$ cat config.mk
export PLATFORM = sky130hd
export DESIGN_NAME = first_fit_heap_allocator_top_flat
export DESIGN_NICKNAME = d
export VERILOG_FILES = /design/src/rtl/ffa_pkg.sv /design/src/rtl/ffa_if.sv /design/src/rtl/ffa_ram.sv /design/src/rtl/ffa_seq.sv /design/src/rtl/first_fit_heap_allocator_top.sv /design/src/flat_wrapper.sv
export SDC_FILE = /design/constraint.sdc
export NUM_CORES = 2
export LEC_CHECK = 0
export BUFFER_PORTS_ARGS = -buffer_cell sky130_fd_sc_hd__buf_2
export CORE_AREA = 10 10 458 460
export CTS_BUF_LIST = sky130_fd_sc_hd__clkbuf_4
export DETAILED_ROUTE_END_ITERATION = 12
export DIE_AREA = 0 0 468 470
export GPL_ROUTABILITY_DRIVEN = 0
export GPL_TIMING_DRIVEN = 0
export PLACE_DENSITY = 0.71
export SLEW_MARGIN = 30
export SYNTH_ARGS = -nofsm -noshare
export SYNTH_HDL_FRONTEND = slang
export SYNTH_SLANG_ARGS = --single-unit
$ cat constraint.sdc
create_clock -name clk -period 11.3 [get_ports clk]
set_input_delay 2.26 -clock clk [delete_from_list [all_inputs] [get_ports clk]]
set_output_delay 2.26 -clock clk [all_outputs]
set_load 0.01 [all_outputs]
$ cat src/rtl/ffa_pkg.sv
// ----------------------------------------------------------------------------
// ffa_pkg: shared types and codes of the first-fit heap allocator
// Holds the operation and error codes, the sequencer states and the layout of
// one table entry (block start and payload size).
// ----------------------------------------------------------------------------
package ffa_pkg;

	// Operation codes carried in the func field.
	localparam logic [1:0] FUNC_ALLOC  = 2'd0;
	localparam logic [1:0] FUNC_FREE   = 2'd1;
	localparam logic [1:0] FUNC_SIZE   = 2'd2;
	localparam logic [1:0] FUNC_STATUS = 2'd3;

	// Error codes reported with every result word.
	localparam logic [1:0] ERR_NONE    = 2'd0;
	localparam logic [1:0] ERR_NOFIT   = 2'd1;
	localparam logic [1:0] ERR_FULL    = 2'd2;
	localparam logic [1:0] ERR_UNKNOWN = 2'd3;

	// Heap size after reset and its upper clamp.
	localparam logic [16:0] HEAP_MAX = 17'd65536;

	// One entry of the free list or of the allocated table.
	typedef struct packed {
		logic [15:0] start;
		logic [15:0] payload;
	} ffa_entry_t;

	// Sequencer states.
	typedef enum logic [3:0] {
		ST_INIT,
		ST_IDLE,
		ST_RND,
		ST_SIZE,
		ST_ASCAN,
		ST_ATAKE,
		ST_TSCAN,
		ST_FSCAN,
		ST_FDEC,
		ST_DEL,
		ST_INS,
		ST_RESP
	} ffa_state_t;

endpackage

$ cat src/rtl/ffa_if.sv
// ----------------------------------------------------------------------------
// ffa_req_if / ffa_rsp_if: request and result channels of the allocator
// Valid/ready channels; a word moves at a clock edge with both high.
// ----------------------------------------------------------------------------
interface ffa_req_if;
	logic        valid;
	logic        ready;
	logic [1:0]  func;
	logic [16:0] request_bytes;
	logic [15:0] block_address;

	modport source (output valid, func, request_bytes, block_address, input ready);
	modport sink   (input valid, func, request_bytes, block_address, output ready);
endinterface

interface ffa_rsp_if;
	logic        valid;
	logic        ready;
	logic [15:0] granted_address;
	logic [15:0] block_bytes;
	logic        ok;
	logic [1:0]  error_code;
	logic [15:0] total_free_bytes;
	logic [5:0]  fragment_count;

	modport source (output valid, granted_address, block_bytes, ok, error_code,
		total_free_bytes, fragment_count, input ready);
	modport sink   (input valid, granted_address, block_bytes, ok, error_code,
		total_free_bytes, fragment_count, output ready);
endinterface

$ cat src/rtl/ffa_ram.sv
// ----------------------------------------------------------------------------
// ffa_ram: synchronous memory with one write and one read port
// Read data is registered, so it appears in the cycle after the address.
// ----------------------------------------------------------------------------
module ffa_ram #(
	parameter int DEPTH = 32,
	parameter int WIDTH = 32,
	parameter int AW    = (DEPTH > 1) ? $clog2(DEPTH) : 1
) (
	input  logic             clk,
	input  logic             we,
	input  logic [AW-1:0]    waddr,
	input  logic [WIDTH-1:0] wdata,
	input  logic [AW-1:0]    raddr,
	output logic [WIDTH-1:0] rdata
);

	logic [WIDTH-1:0] mem [DEPTH];

	// Write port.
	always_ff @(posedge clk) begin
		if (we) begin
			mem[waddr] <= wdata;
		end
	end

	// Registered read port.
	always_ff @(posedge clk) begin
		rdata <= mem[raddr];
	end

endmodule

$ cat src/rtl/ffa_seq.sv
// ----------------------------------------------------------------------------
// ffa_seq: operation sequencer of the allocator
// Scans the free list and the allocated table one entry a cycle through their
// memories, moves entries for inserts and deletes, and keeps the counters.
// ----------------------------------------------------------------------------
module ffa_seq #(
	parameter int FREE_SLOTS   = 32,
	parameter int TAKEN_SLOTS  = 32,
	parameter int ALIGN_BYTES  = 8,
	parameter int HEADER_BYTES = 8,
	parameter int FI_W = (FREE_SLOTS > 1) ? $clog2(FREE_SLOTS) : 1,
	parameter int TI_W = (TAKEN_SLOTS > 1) ? $clog2(TAKEN_SLOTS) : 1
) (
	input  logic                clk,
	input  logic                arst_n,
	ffa_req_if.sink             req,
	ffa_rsp_if.source           rsp,
	input  logic                cfg_wen,
	input  logic [16:0]         cfg_wdata,
	// Free list memory.
	output logic                fr_we,
	output logic [FI_W-1:0]     fr_waddr,
	output ffa_pkg::ffa_entry_t fr_wdata,
	output logic [FI_W-1:0]     fr_raddr,
	input  ffa_pkg::ffa_entry_t fr_rdata,
	// Allocated table memory.
	output logic                tk_we,
	output logic [TI_W-1:0]     tk_waddr,
	output ffa_pkg::ffa_entry_t tk_wdata,
	output logic [TI_W-1:0]     tk_raddr,
	input  ffa_pkg::ffa_entry_t tk_rdata
);

	localparam int FC_W  = $clog2(FREE_SLOTS + 1);
	localparam int TC_W  = $clog2(TAKEN_SLOTS + 1);
	localparam int SH    = 24;
	localparam int RECIP = (2**SH + ALIGN_BYTES - 1) / ALIGN_BYTES;
	localparam logic [15:0] HB16 = 16'(HEADER_BYTES);
	localparam logic [17:0] HB18 = 18'(HEADER_BYTES);
	localparam logic [FC_W-1:0] FREE_FULL  = FC_W'(FREE_SLOTS);
	localparam logic [TC_W-1:0] TAKEN_FULL = TC_W'(TAKEN_SLOTS);
	localparam logic [TI_W-1:0] TAKEN_LAST = TI_W'(TAKEN_SLOTS - 1);

	ffa_pkg::ffa_state_t state_q, state_d;

	// Control state.
	logic [FC_W-1:0]        used_q;
	logic [TAKEN_SLOTS-1:0] tvalid_q;
	logic [TC_W-1:0]        tcnt_q;
	logic                   chk_s1;
	logic                   tchk_s1;
	logic                   out_valid_q;
	logic [16:0]            heap_q;

	// Operation registers.
	logic [1:0]          op_q;
	logic [16:0]         req_q;
	logic [15:0]         addr_q;
	logic [17:0]         q_q;
	logic [17:0]         size_q;
	logic [FC_W-1:0]     idx_q;
	logic [FC_W-1:0]     cidx_s1;
	logic [FC_W-1:0]     pos_q;
	logic [TC_W-1:0]     tj_q;
	logic [TI_W-1:0]     tcidx_s1;
	logic [TI_W-1:0]     tidx_q;
	logic [TI_W-1:0]     thit_q;
	ffa_pkg::ffa_entry_t hit_q;
	ffa_pkg::ffa_entry_t prev_q;
	ffa_pkg::ffa_entry_t next_q;
	logic                has_next_q;
	logic [15:0]         ts_q;
	logic [15:0]         tp_q;
	logic [15:0]         total_q;
	logic [15:0]         gaddr_q;
	logic [15:0]         bytes_q;
	logic [1:0]          err_q;

	// Result register.
	logic [15:0] o_gaddr_q;
	logic [15:0] o_bytes_q;
	logic [1:0]  o_err_q;
	logic [15:0] o_total_q;
	logic [5:0]  o_frag_q;

	// Decision flags.
	logic        accept;
	logic        out_load;
	logic        a_hit;
	logic        f_more;
	logic        fs_hit;
	logic        ins_more;
	logic        tk_hit;
	logic        t_more;
	logic        t_full;
	logic        slot_ok;
	logic        whole;
	logic        mnext;
	logic        mprev;
	logic [16:0] eff;
	logic [15:0] pay0;
	logic [16:0] end_a;
	logic [17:0] nsum;
	logic [42:0] prod;

	assign accept   = req.valid && req.ready;
	assign out_load = (state_q == ffa_pkg::ST_RESP) && (!out_valid_q || rsp.ready);
	assign a_hit    = chk_s1 && ({2'b0, fr_rdata.payload} >= size_q);
	assign f_more   = idx_q < used_q;
	assign fs_hit   = chk_s1 && (fr_rdata.start > ts_q);
	assign ins_more = idx_q > pos_q;
	assign tk_hit   = tchk_s1 && tvalid_q[tcidx_s1] &&
		(({1'b0, tk_rdata.start} + {1'b0, HB16}) == {1'b0, addr_q});
	assign t_more   = tj_q < TAKEN_FULL;
	assign t_full   = tcnt_q == TAKEN_FULL;
	assign slot_ok  = !t_full && !tvalid_q[tidx_q];
	assign whole    = {2'b0, hit_q.payload} < (size_q + HB18);
	assign end_a    = {1'b0, ts_q} + {1'b0, HB16} + {1'b0, tp_q};
	assign mnext    = has_next_q && ({1'b0, next_q.start} == end_a);
	assign mprev    = (pos_q != '0) &&
		(({1'b0, prev_q.start} + {1'b0, HB16} + {1'b0, prev_q.payload}) == {1'b0, ts_q});

	// Payload of the single free block after initialisation; sizes are clamped.
	assign eff  = heap_q[16] ? ffa_pkg::HEAP_MAX : heap_q;
	assign pay0 = (eff >= 17'(HEADER_BYTES)) ? 16'(eff - 17'(HEADER_BYTES)) : 16'd0;

	// Rounding up by a multiply with the reciprocal of the alignment.
	assign nsum = {1'b0, req_q} + 18'(ALIGN_BYTES - 1);
	assign prod = {25'b0, nsum} * 43'(RECIP);

	// Next state.
	always_comb begin
		state_d = state_q;
		unique case (state_q)
			ffa_pkg::ST_INIT: state_d = ffa_pkg::ST_IDLE;
			ffa_pkg::ST_IDLE: begin
				if (accept) begin
					unique case (req.func)
						ffa_pkg::FUNC_ALLOC:  state_d = ffa_pkg::ST_RND;
						ffa_pkg::FUNC_FREE,
						ffa_pkg::FUNC_SIZE:   state_d = ffa_pkg::ST_TSCAN;
						ffa_pkg::FUNC_STATUS: state_d = ffa_pkg::ST_RESP;
						default:              state_d = ffa_pkg::ST_RESP;
					endcase
				end
			end
			ffa_pkg::ST_RND:  state_d = ffa_pkg::ST_SIZE;
			ffa_pkg::ST_SIZE: state_d = ffa_pkg::ST_ASCAN;
			ffa_pkg::ST_ASCAN: begin
				if (a_hit) begin
					state_d = ffa_pkg::ST_ATAKE;
				end else if (!f_more && !chk_s1) begin
					state_d = ffa_pkg::ST_RESP;
				end
			end
			ffa_pkg::ST_ATAKE: begin
				if (t_full) begin
					state_d = ffa_pkg::ST_RESP;
				end else if (slot_ok) begin
					state_d = whole ? ffa_pkg::ST_DEL : ffa_pkg::ST_RESP;
				end
			end
			ffa_pkg::ST_TSCAN: begin
				if (tk_hit) begin
					state_d = (op_q == ffa_pkg::FUNC_FREE) ? ffa_pkg::ST_FSCAN
						: ffa_pkg::ST_RESP;
				end else if (!t_more && !tchk_s1) begin
					state_d = ffa_pkg::ST_RESP;
				end
			end
			ffa_pkg::ST_FSCAN: begin
				if (fs_hit || (!f_more && !chk_s1)) begin
					state_d = ffa_pkg::ST_FDEC;
				end
			end
			ffa_pkg::ST_FDEC: begin
				if (mnext && mprev) begin
					state_d = ffa_pkg::ST_DEL;
				end else if (mnext || mprev || used_q >= FREE_FULL) begin
					state_d = ffa_pkg::ST_RESP;
				end else begin
					state_d = ffa_pkg::ST_INS;
				end
			end
			ffa_pkg::ST_DEL: begin
				if (!f_more && !chk_s1) begin
					state_d = ffa_pkg::ST_RESP;
				end
			end
			ffa_pkg::ST_INS: begin
				if (!ins_more && !chk_s1) begin
					state_d = ffa_pkg::ST_RESP;
				end
			end
			ffa_pkg::ST_RESP: begin
				if (out_load) begin
					state_d = ffa_pkg::ST_IDLE;
				end
			end
			default: state_d = ffa_pkg::ST_INIT;
		endcase
		if (cfg_wen) begin
			state_d = ffa_pkg::ST_INIT;
		end
	end

	// Memory port control.
	always_comb begin
		fr_we    = 1'b0;
		fr_waddr = '0;
		fr_wdata = '0;
		fr_raddr = idx_q[FI_W-1:0];
		tk_we    = 1'b0;
		tk_waddr = tidx_q;
		tk_wdata = '0;
		tk_raddr = tj_q[TI_W-1:0];
		unique case (state_q)
			ffa_pkg::ST_INIT: begin
				fr_we    = 1'b1;
				fr_wdata = '{start: 16'd0, payload: pay0};
			end
			ffa_pkg::ST_ATAKE: begin
				if (slot_ok) begin
					tk_we    = 1'b1;
					tk_wdata = '{start: hit_q.start,
						payload: whole ? hit_q.payload : size_q[15:0]};
					if (!whole) begin
						fr_we    = 1'b1;
						fr_waddr = pos_q[FI_W-1:0];
						fr_wdata = '{start: 16'(hit_q.start + HB16 + size_q[15:0]),
							payload: 16'(hit_q.payload - HB16 - size_q[15:0])};
					end
				end
			end
			ffa_pkg::ST_FDEC: begin
				if (mnext && mprev) begin
					fr_we    = 1'b1;
					fr_waddr = FI_W'(pos_q - 1'b1);
					fr_wdata = '{start: prev_q.start,
						payload: 16'(prev_q.payload + HB16 + HB16 + tp_q + next_q.payload)};
				end else if (mprev) begin
					fr_we    = 1'b1;
					fr_waddr = FI_W'(pos_q - 1'b1);
					fr_wdata = '{start: prev_q.start,
						payload: 16'(prev_q.payload + HB16 + tp_q)};
				end else if (mnext) begin
					fr_we    = 1'b1;
					fr_waddr = pos_q[FI_W-1:0];
					fr_wdata = '{start: ts_q, payload: 16'(tp_q + HB16 + next_q.payload)};
				end
			end
			ffa_pkg::ST_DEL: begin
				// Each entry read last cycle moves one place down.
				if (chk_s1) begin
					fr_we    = 1'b1;
					fr_waddr = FI_W'(cidx_s1 - 1'b1);
					fr_wdata = fr_rdata;
				end
			end
			ffa_pkg::ST_INS: begin
				// Entries move up from the top; the new block goes in last.
				// The entry read last cycle sat one below cidx_s1, so it lands there.
				fr_raddr = FI_W'(idx_q - 1'b1);
				if (chk_s1) begin
					fr_we    = 1'b1;
					fr_waddr = FI_W'(cidx_s1);
					fr_wdata = fr_rdata;
				end else if (!ins_more) begin
					fr_we    = 1'b1;
					fr_waddr = pos_q[FI_W-1:0];
					fr_wdata = '{start: ts_q, payload: tp_q};
				end
			end
			default: ;
		endcase
	end

	// Control registers.
	always_ff @(posedge clk or negedge arst_n) begin
		if (!arst_n) begin
			state_q     <= ffa_pkg::ST_INIT;
			used_q      <= FC_W'(1);
			tvalid_q    <= '0;
			tcnt_q      <= '0;
			chk_s1      <= 1'b0;
			tchk_s1     <= 1'b0;
			out_valid_q <= 1'b0;
			heap_q      <= ffa_pkg::HEAP_MAX;
		end else begin
			state_q <= state_d;
			chk_s1  <= 1'b0;
			tchk_s1 <= 1'b0;
			if (cfg_wen) begin
				heap_q <= cfg_wdata;
			end
			if (out_load) begin
				out_valid_q <= 1'b1;
			end else if (rsp.ready) begin
				out_valid_q <= 1'b0;
			end
			unique case (state_q)
				ffa_pkg::ST_INIT: begin
					used_q   <= FC_W'(1);
					tvalid_q <= '0;
					tcnt_q   <= '0;
				end
				ffa_pkg::ST_ASCAN: chk_s1 <= !a_hit && f_more;
				ffa_pkg::ST_FSCAN: chk_s1 <= !fs_hit && f_more;
				ffa_pkg::ST_DEL: begin
					chk_s1 <= f_more;
					if (!f_more && !chk_s1) begin
						used_q <= used_q - 1'b1;
					end
				end
				ffa_pkg::ST_INS: begin
					chk_s1 <= ins_more;
					if (!ins_more && !chk_s1) begin
						used_q <= used_q + 1'b1;
					end
				end
				ffa_pkg::ST_TSCAN: tchk_s1 <= !tk_hit && t_more;
				ffa_pkg::ST_ATAKE: begin
					if (slot_ok) begin
						tvalid_q[tidx_q] <= 1'b1;
						tcnt_q           <= tcnt_q + 1'b1;
					end
				end
				ffa_pkg::ST_FDEC: begin
					if (mnext || mprev || used_q < FREE_FULL) begin
						tvalid_q[thit_q] <= 1'b0;
						tcnt_q           <= tcnt_q - 1'b1;
					end
				end
				default: ;
			endcase
		end
	end

	// Operation datapath.
	always_ff @(posedge clk) begin
		cidx_s1  <= idx_q;
		tcidx_s1 <= tj_q[TI_W-1:0];
		unique case (state_q)
			ffa_pkg::ST_INIT: total_q <= pay0;
			ffa_pkg::ST_IDLE: begin
				op_q    <= req.func;
				req_q   <= req.request_bytes;
				addr_q  <= req.block_address;
				idx_q   <= '0;
				tj_q    <= '0;
				tidx_q  <= '0;
				gaddr_q <= '0;
				bytes_q <= '0;
				err_q   <= ffa_pkg::ERR_NONE;
			end
			ffa_pkg::ST_RND:  q_q    <= 18'(prod >> SH);
			ffa_pkg::ST_SIZE: size_q <= 18'(q_q * 18'(ALIGN_BYTES));
			ffa_pkg::ST_ASCAN: begin
				if (tvalid_q[tidx_q] && tidx_q != TAKEN_LAST) begin
					tidx_q <= tidx_q + 1'b1;
				end
				if (a_hit) begin
					pos_q <= cidx_s1;
					hit_q <= fr_rdata;
				end else if (f_more) begin
					idx_q <= idx_q + 1'b1;
				end else if (!chk_s1) begin
					err_q <= ffa_pkg::ERR_NOFIT;
				end
			end
			ffa_pkg::ST_ATAKE: begin
				if (tvalid_q[tidx_q] && tidx_q != TAKEN_LAST) begin
					tidx_q <= tidx_q + 1'b1;
				end
				if (t_full) begin
					err_q <= ffa_pkg::ERR_FULL;
				end else if (slot_ok) begin
					gaddr_q <= hit_q.start + HB16;
					idx_q   <= pos_q + 1'b1;
					if (whole) begin
						bytes_q <= hit_q.payload;
						total_q <= total_q - hit_q.payload;
					end else begin
						bytes_q <= size_q[15:0];
						total_q <= 16'(total_q - HB16 - size_q[15:0]);
					end
				end
			end
			ffa_pkg::ST_TSCAN: begin
				if (tk_hit) begin
					thit_q  <= tcidx_s1;
					ts_q    <= tk_rdata.start;
					tp_q    <= tk_rdata.payload;
					prev_q  <= '0;
					if (op_q == ffa_pkg::FUNC_SIZE) begin
						bytes_q <= tk_rdata.payload;
					end
				end else if (t_more) begin
					tj_q <= tj_q + 1'b1;
				end else if (!tchk_s1) begin
					err_q <= ffa_pkg::ERR_UNKNOWN;
				end
			end
			ffa_pkg::ST_FSCAN: begin
				if (fs_hit) begin
					pos_q      <= cidx_s1;
					next_q     <= fr_rdata;
					has_next_q <= 1'b1;
				end else begin
					if (chk_s1) begin
						prev_q <= fr_rdata;
					end
					if (f_more) begin
						idx_q <= idx_q + 1'b1;
					end else if (!chk_s1) begin
						pos_q      <= used_q;
						has_next_q <= 1'b0;
					end
				end
			end
			ffa_pkg::ST_FDEC: begin
				if (mnext && mprev) begin
					total_q <= 16'(total_q + HB16 + HB16 + tp_q);
					idx_q   <= pos_q + 1'b1;
				end else if (mnext || mprev) begin
					total_q <= 16'(total_q + HB16 + tp_q);
				end else if (used_q >= FREE_FULL) begin
					err_q <= ffa_pkg::ERR_FULL;
				end else begin
					total_q <= total_q + tp_q;
					idx_q   <= used_q;
				end
			end
			ffa_pkg::ST_DEL: begin
				if (f_more) begin
					idx_q <= idx_q + 1'b1;
				end
			end
			ffa_pkg::ST_INS: begin
				if (ins_more) begin
					idx_q <= idx_q - 1'b1;
				end
			end
			ffa_pkg::ST_RESP: begin
				if (out_load) begin
					o_gaddr_q <= gaddr_q;
					o_bytes_q <= bytes_q;
					o_err_q   <= err_q;
					o_total_q <= total_q;
					o_frag_q  <= 6'({{(32 - FC_W){1'b0}}, used_q} + 32'd1);
				end
			end
			default: ;
		endcase
	end

	// Channel outputs.
	assign req.ready            = state_q == ffa_pkg::ST_IDLE;
	assign rsp.valid            = out_valid_q;
	assign rsp.granted_address  = o_gaddr_q;
	assign rsp.block_bytes      = o_bytes_q;
	assign rsp.ok               = o_err_q == ffa_pkg::ERR_NONE;
	assign rsp.error_code       = o_err_q;
	assign rsp.total_free_bytes = o_total_q;
	assign rsp.fragment_count   = o_frag_q;

	// The free list never overflows; it may empty when its last entry is taken whole.
	a_used_range: assert property (@(posedge clk) disable iff (!arst_n)
		used_q <= FREE_FULL)
		else $error("free list count out of range");

	// The allocated count tracks the valid bits.
	a_tcnt: assert property (@(posedge clk) disable iff (!arst_n)
		32'(tcnt_q) == $countones(tvalid_q))
		else $error("allocated count disagrees with valid bits");

	// A new allocation never overwrites a live table entry.
	a_tk_free_slot: assert property (@(posedge clk) disable iff (!arst_n)
		tk_we |-> !tvalid_q[tk_waddr])
		else $error("allocation overwrites a live entry");

	// Free list writes stay within the used entries plus one.
	a_fr_bound: assert property (@(posedge clk) disable iff (!arst_n)
		fr_we |-> {1'b0, fr_waddr} < ({1'b0, used_q} + 1'b1))
		else $error("free list write beyond the list end");

endmodule

$ cat src/rtl/first_fit_heap_allocator_top.sv
// ----------------------------------------------------------------------------
// first_fit_heap_allocator_top: first-fit heap allocator with coalescing
// Manages byte offsets of a heap through an address-ordered free list and a
// table of allocated blocks, both held in synchronous memories.
// ----------------------------------------------------------------------------
// Usage:
// Requests enter on req (func, request_bytes, block_address) and one result
// word per request leaves on rsp. Both are valid/ready channels.
// One request is worked on at a time. The time a request takes grows with the
// free list entries scanned (allocate, free), the allocated table entries
// scanned (free, get size) and the entries moved when the free list closes or
// opens a gap; the single read port of each memory sets the pace.
// The result sits in an output register, so a new request is taken while the
// previous result still waits; a stalled receiver holds back only the next
// result. A write on cfg_wen sets the heap size and re-initialises the heap;
// reset does the same with a 65536-byte heap.
// ----------------------------------------------------------------------------
module first_fit_heap_allocator_top #(
	parameter int FREE_SLOTS   = 32,
	parameter int TAKEN_SLOTS  = 32,
	parameter int ALIGN_BYTES  = 8,
	parameter int HEADER_BYTES = 8
) (
	input  logic        clk,
	input  logic        arst_n,
	ffa_req_if.sink     req,
	ffa_rsp_if.source   rsp,
	input  logic        cfg_wen,
	input  logic [16:0] cfg_wdata
);

	localparam int FI_W = (FREE_SLOTS > 1) ? $clog2(FREE_SLOTS) : 1;
	localparam int TI_W = (TAKEN_SLOTS > 1) ? $clog2(TAKEN_SLOTS) : 1;

	logic                fr_we;
	logic [FI_W-1:0]     fr_waddr;
	logic [FI_W-1:0]     fr_raddr;
	ffa_pkg::ffa_entry_t fr_wdata;
	ffa_pkg::ffa_entry_t fr_rdata;
	logic                tk_we;
	logic [TI_W-1:0]     tk_waddr;
	logic [TI_W-1:0]     tk_raddr;
	ffa_pkg::ffa_entry_t tk_wdata;
	ffa_pkg::ffa_entry_t tk_rdata;

	// Free list memory.
	ffa_ram #(
		.DEPTH (FREE_SLOTS),
		.WIDTH ($bits(ffa_pkg::ffa_entry_t)),
		.AW    (FI_W)
	) u_free_ram (
		.clk   (clk),
		.we    (fr_we),
		.waddr (fr_waddr),
		.wdata (fr_wdata),
		.raddr (fr_raddr),
		.rdata (fr_rdata)
	);

	// Allocated block table memory.
	ffa_ram #(
		.DEPTH (TAKEN_SLOTS),
		.WIDTH ($bits(ffa_pkg::ffa_entry_t)),
		.AW    (TI_W)
	) u_taken_ram (
		.clk   (clk),
		.we    (tk_we),
		.waddr (tk_waddr),
		.wdata (tk_wdata),
		.raddr (tk_raddr),
		.rdata (tk_rdata)
	);

	// Sequencer.
	ffa_seq #(
		.FREE_SLOTS   (FREE_SLOTS),
		.TAKEN_SLOTS  (TAKEN_SLOTS),
		.ALIGN_BYTES  (ALIGN_BYTES),
		.HEADER_BYTES (HEADER_BYTES),
		.FI_W         (FI_W),
		.TI_W         (TI_W)
	) u_seq (
		.clk       (clk),
		.arst_n    (arst_n),
		.req       (req),
		.rsp       (rsp),
		.cfg_wen   (cfg_wen),
		.cfg_wdata (cfg_wdata),
		.fr_we     (fr_we),
		.fr_waddr  (fr_waddr),
		.fr_wdata  (fr_wdata),
		.fr_raddr  (fr_raddr),
		.fr_rdata  (fr_rdata),
		.tk_we     (tk_we),
		.tk_waddr  (tk_waddr),
		.tk_wdata  (tk_wdata),
		.tk_raddr  (tk_raddr),
		.tk_rdata  (tk_rdata)
	);

endmodule

$ cat src/flat_wrapper.sv
// flat-port wrapper written by rule: the top's interface ports become plain ports
module first_fit_heap_allocator_top_flat 
#(
	parameter int FREE_SLOTS   = 32,
	parameter int TAKEN_SLOTS  = 32,
	parameter int ALIGN_BYTES  = 8,
	parameter int HEADER_BYTES = 8
)
  (clk, arst_n, cfg_wen, cfg_wdata, req_valid, req_func, req_request_bytes, req_block_address, req_ready, rsp_valid, rsp_granted_address, rsp_block_bytes, rsp_ok, rsp_error_code, rsp_total_free_bytes, rsp_fragment_count, rsp_ready);
  ffa_req_if req_i ();
  ffa_rsp_if rsp_i ();
  input  logic clk;
  input  logic arst_n;
  input  logic cfg_wen;
  input  logic [16:0] cfg_wdata;
  input wire logic [$bits(req_i.valid)-1:0] req_valid;
  input wire logic [$bits(req_i.func)-1:0] req_func;
  input wire logic [$bits(req_i.request_bytes)-1:0] req_request_bytes;
  input wire logic [$bits(req_i.block_address)-1:0] req_block_address;
  output wire logic [$bits(req_i.ready)-1:0] req_ready;
  output wire logic [$bits(rsp_i.valid)-1:0] rsp_valid;
  output wire logic [$bits(rsp_i.granted_address)-1:0] rsp_granted_address;
  output wire logic [$bits(rsp_i.block_bytes)-1:0] rsp_block_bytes;
  output wire logic [$bits(rsp_i.ok)-1:0] rsp_ok;
  output wire logic [$bits(rsp_i.error_code)-1:0] rsp_error_code;
  output wire logic [$bits(rsp_i.total_free_bytes)-1:0] rsp_total_free_bytes;
  output wire logic [$bits(rsp_i.fragment_count)-1:0] rsp_fragment_count;
  input wire logic [$bits(rsp_i.ready)-1:0] rsp_ready;
  assign req_i.valid = req_valid;
  assign req_i.func = req_func;
  assign req_i.request_bytes = req_request_bytes;
  assign req_i.block_address = req_block_address;
  assign req_ready = req_i.ready;
  assign rsp_valid = rsp_i.valid;
  assign rsp_granted_address = rsp_i.granted_address;
  assign rsp_block_bytes = rsp_i.block_bytes;
  assign rsp_ok = rsp_i.ok;
  assign rsp_error_code = rsp_i.error_code;
  assign rsp_total_free_bytes = rsp_i.total_free_bytes;
  assign rsp_fragment_count = rsp_i.fragment_count;
  assign rsp_i.ready = rsp_ready;
  first_fit_heap_allocator_top #(.FREE_SLOTS(FREE_SLOTS), .TAKEN_SLOTS(TAKEN_SLOTS), .ALIGN_BYTES(ALIGN_BYTES), .HEADER_BYTES(HEADER_BYTES)) u_core (.clk(clk), .arst_n(arst_n), .req(req_i), .rsp(rsp_i), .cfg_wen(cfg_wen), .cfg_wdata(cfg_wdata));
endmodule
==> summary.txt <==
Run status
  • Status: completed

STA
  • Final Cycle Share: 82.53%
  • Min setup slack post-route: 1974 ps
  • Worst-margin pin slew: 1226 ps
  • Slew Limit Fails: 0
  • Crit path time final: 9326 ps
  • Post-Route Skew: 163.1 ps
  • F_max: 0.1072 GHz
  • Worst-case hold slack: 359.3 ps
  • Final setup fails: 0
  • Final hold viol count: 0
  • Unrepaired setup endpoints after global routing: no
  • Max_slew headroom: 18.29%

Clock network
  • CTS HTree Levels: 6
  • Cts bufs inserted: about 640
  • Setup bufs post-CTS: 0
  • CTS tree: done
  • Clk buf depth: 4
  • CTS Root Cell: clkbuf_4
  • Hold_buf cts: 0
  • Worst-skew pair later-pin latency: 1430 ps
  • Clk sinks: about 2.5k
  • Worst-path clk slew: about 70 ps
  • Post-CTS Resized: 0

Floorplanning
  • Initial core utilization: about 55%
  • Die Span X: 468 um
  • Die ar.: 220000 um^2
  • Die Ht: 470 um
  • I/O Pins: 116
  • Row count: 165
  • Core box area: approximately 200000 um^2

Hold path
  • Min-Delay Path Class: flip-flop to flip-flop
  • Hold_sp: u_core.u_seq.tj_q[3]$_SDFFCE_PN0P_

Yosys
  • Syn_nets: 6644
  • Yosys top cell area share: 65.09%
  • Post-Syn Instances: 6226
  • Count leader, synth: edfxtp_1
  • Synth cell count leaders: 2376 x edfxtp_1, 652 x mux4_2, 335 x ha_1
  • Top FF cell, synth: edfxtp_1
  • Synthesized area per cell: 17.61 um^2
  • Cell taking the most area after synthesis: edfxtp_1
  • Synth Register Bits: 2519
  • Yosys warns: 0
  • Synthesized area: 109600 um^2
  • Number of flops mapped to enable cells by yosys: 2376
  • Top post-synthesis cells by area: edfxtp_1 65%, mux4_2 13%, ha_1 3.8%
  • Synth cell types: 94
  • Seq/Total Area, Yosys: 68.01%
  • Fraction of registers with async set/reset: 2.699%

Detailed routing
  • Vias: 66.80k
  • Initial DRC count: 9653
  • Avg WL per Cell: slightly above 30 um
  • First-pass detailed-route iteration total: 10
  • Routed Antenna Nets: 0
  • Routed Wire Length: about 320000 um
  • Residual DRC count: 0
  • Vias per cell: 6.415

Cells and area
  • Layout cells sized above 1: 31.09%
  • Nets: 7697
  • Area growth, synth to finish: 15.28%

Global route
  • Largest net degree at the start of global routing: 46
  • Total track usage: 28.31%
  • Initial antenna violation count: 25
  • Vias in the first global route: 67.09k
  • GR Overflow Total: 0
  • First-pass GRT wire length: roughly 450000 um

Worst setup path
  • Critical Path Start Type: flip-flop
  • Crit end category: flip-flop
  • Critical path arrival: 10350 ps
  • Worst EP required: 12320 ps
  • Delay-heaviest family, CP: buffers and inverters
  • Max stage delay on crit path: between 900 and 1000 ps
  • Crit Path Max Fanout: 10
  • CP most frequent cell: buf_4
  • Reg2Reg Launch Point: u_core.u_seq.tp_q[3]$_DFFE_PP_
  • Slowest cell on crit path: edfxtp_1
  • Crit Path Category: flip-flop to flip-flop
  • R2R setup slack: 1970 ps
  • Buf/Inv on CP: 9
  • Cells along the critical path: inv_1, ha_1, inv_1, ha_1, clkbuf_1, o21ai_0, o21ai_0, a211oi_1, a2111oi_0, nand4b_1, nor2_2, ha_1, clkbuf_1, nand2_1, o221ai_1, a221oi_1, o2111a_1, or3_1, clkbuf_1, nor3b_2, buf_4, buf_4, buf_4, buf_4
  • CP startpoint: u_core.u_seq.tp_q[3]$_DFFE_PP_

Placement
  • Dpl ws: 2483 ps
  • # port buffers: 114
  • Detailed Place HPWL: approximately 220000 um

Power
  • Pwr Density: 213.9 nW/um^2
  • VDD IR-drop max: 0.0001135 V
  • Pleak: 0.04635 uW

Flow run
  • Max_cap viols: 0
## metal layers
metal | global-route usage (%) | vias up | routed length, um
met5 | 0.1098 | - | 188
met4 | 14.48 | 22 | 17900
met3 | 8.416 | 981 | 37990
met2 | 42.99 | 4576 | 145300
met1 | 37.21 | 33650 | 114000
li1 | - | 27570 | -
## path summary, 6_finish.rpt
check / endpoint / cells after the start
min: u_core.u_seq.tcidx_s1[3]$_DFF_P_ / 0
max: u_core.u_free_ram.mem[13][28]$_DFFE_PP_ / 24
min reg2reg: u_core.u_seq.tcidx_s1[3]$_DFF_P_ / 0
max reg2reg: u_core.u_free_ram.mem[13][28]$_DFFE_PP_ / 24
max in group asynchronous: u_core.u_seq.tvalid_q[21]$_DFFE_PN0P_ / 2
min in group asynchronous: u_core.u_seq.heap_q[15]$_DFFE_PN0P_ / 1
## final cells by class
class	instances	area [um^2]
Buffer	253	1079
Multi-Input combinational cell	3196	33960
Fill cell	13960	74510
Antenna cell	14	35.03
Inverter	258	968.4
Sequential cell	2519	74550
Clock buffer	928	6967
Timing Repair Buffer	412	4536
Tap cell	2672	3343
Clock inverter	161	924.6
## metrics by stage
step / std cells / TNS (ps) / power (uW) / util [%] / area (um^2)
after floorplan: 6226 / 0 / 16520 / - / 109600
after global routing: 10410 / 0 / 28150 / 62.90 / 126300
after detailed placement: 9307 / 0 / 19430 / 58.90 / 118300
after global placement: 9012 / -787320 / 19030 / 56.52 / 113500
final: 10410 / 0 / 27030 / 62.91 / 126400
after CTS: 10400 / 0 / 27050 / 62.83 / 126200
## placed cells by master (no fill, tap or decap), types with 20 or more instances in the layout
cell type and n:
nand4_1 27, clkbuf_2 57, ha_1 335, a21o_1 49
buf_4 149, mux2_2 86, xnor2_1 188, buf_2 145
clkinv_1 111, fa_1 26, xor2_1 85, o21a_1 25
nand2b_1 24, nand3_1 89, and2_1 51, buf_16 68
nand2_1 207, a31oi_1 33, nor3_1 72, nor2b_1 34
dfxtp_1 75, inv_1 255, mux2i_1 23, o21ai_0 223
buf_1 20, nor2_4 36, a21oi_1 212, clkbuf_1 142
dfrtp_1 66, clkbuf_4 928, o22ai_1 23, nor3_2 22
mux4_2 652, and3_1 51, edfxtp_1 2376, nor2_1 200
buf_6 71
## power by group
part	switching (uW)	total [uW]	internal, uW	leakage, uW
clock network	3680	7660	3980	0.00474
registers	563	11600	11100	0.0252
logic	4490	7730	3240	0.0164
## registers in the layout, summed over array words and instances (netlist names), 15 cells and up
| name | cells |
|---|---|
| u_core.u_seq.size_q | 15 |
| u_core.u_seq.req_q | 17 |
| u_core.u_seq.bytes_q | 16 |
| u_core.u_seq.heap_q | 17 |
| u_core.u_taken_ram.mem | 1024 |
| u_core.u_seq.tvalid_q | 32 |
| u_core.u_seq.next_q | 32 |
| u_core.u_seq.gaddr_q | 16 |
| u_core.u_seq.prev_q | 32 |
| u_core.u_seq.total_q | 16 |
| u_core.u_seq.rsp.granted_address | 16 |
| u_core.u_seq.hit_q | 32 |
| u_core.u_seq.addr_q | 16 |
| u_core.u_free_ram.rdata | 32 |
| u_core.u_free_ram.mem | 1024 |
| u_core.u_seq.q_q | 15 |
| u_core.u_seq.rsp.total_free_bytes | 16 |
| u_core.u_taken_ram.rdata | 32 |
| u_core.u_seq.rsp.block_bytes | 16 |
| u_core.u_seq.tp_q | 16 |
| u_core.u_seq.ts_q | 16 |
## worst reg2reg max path, delay by kind of cell, from the launching register on
kind	cells	cell delay, ps
buffers and inverters	9	2900
and+or+nand+nor	5	2270
AOI/OAI and AO/OA	7	1900
DFF	1	960
adders and majority gates	3	960
## logic make-up after synthesis
group / Yosys count / share of synthesized area (%)
AND/OR/NAND/NOR: 980 / 4.495
multiplexers: 763 / 14.52
AO/OA/AOI/OAI: 817 / 4.703
XOR/XNOR: 275 / 2.197
flip-flops: 2519 / 68.01
adder cells (fa/ha/maj): 361 / 4.299
buffers and inverters: 511 / 1.775
Note: power is estimated with default switching activity, not from simulation.
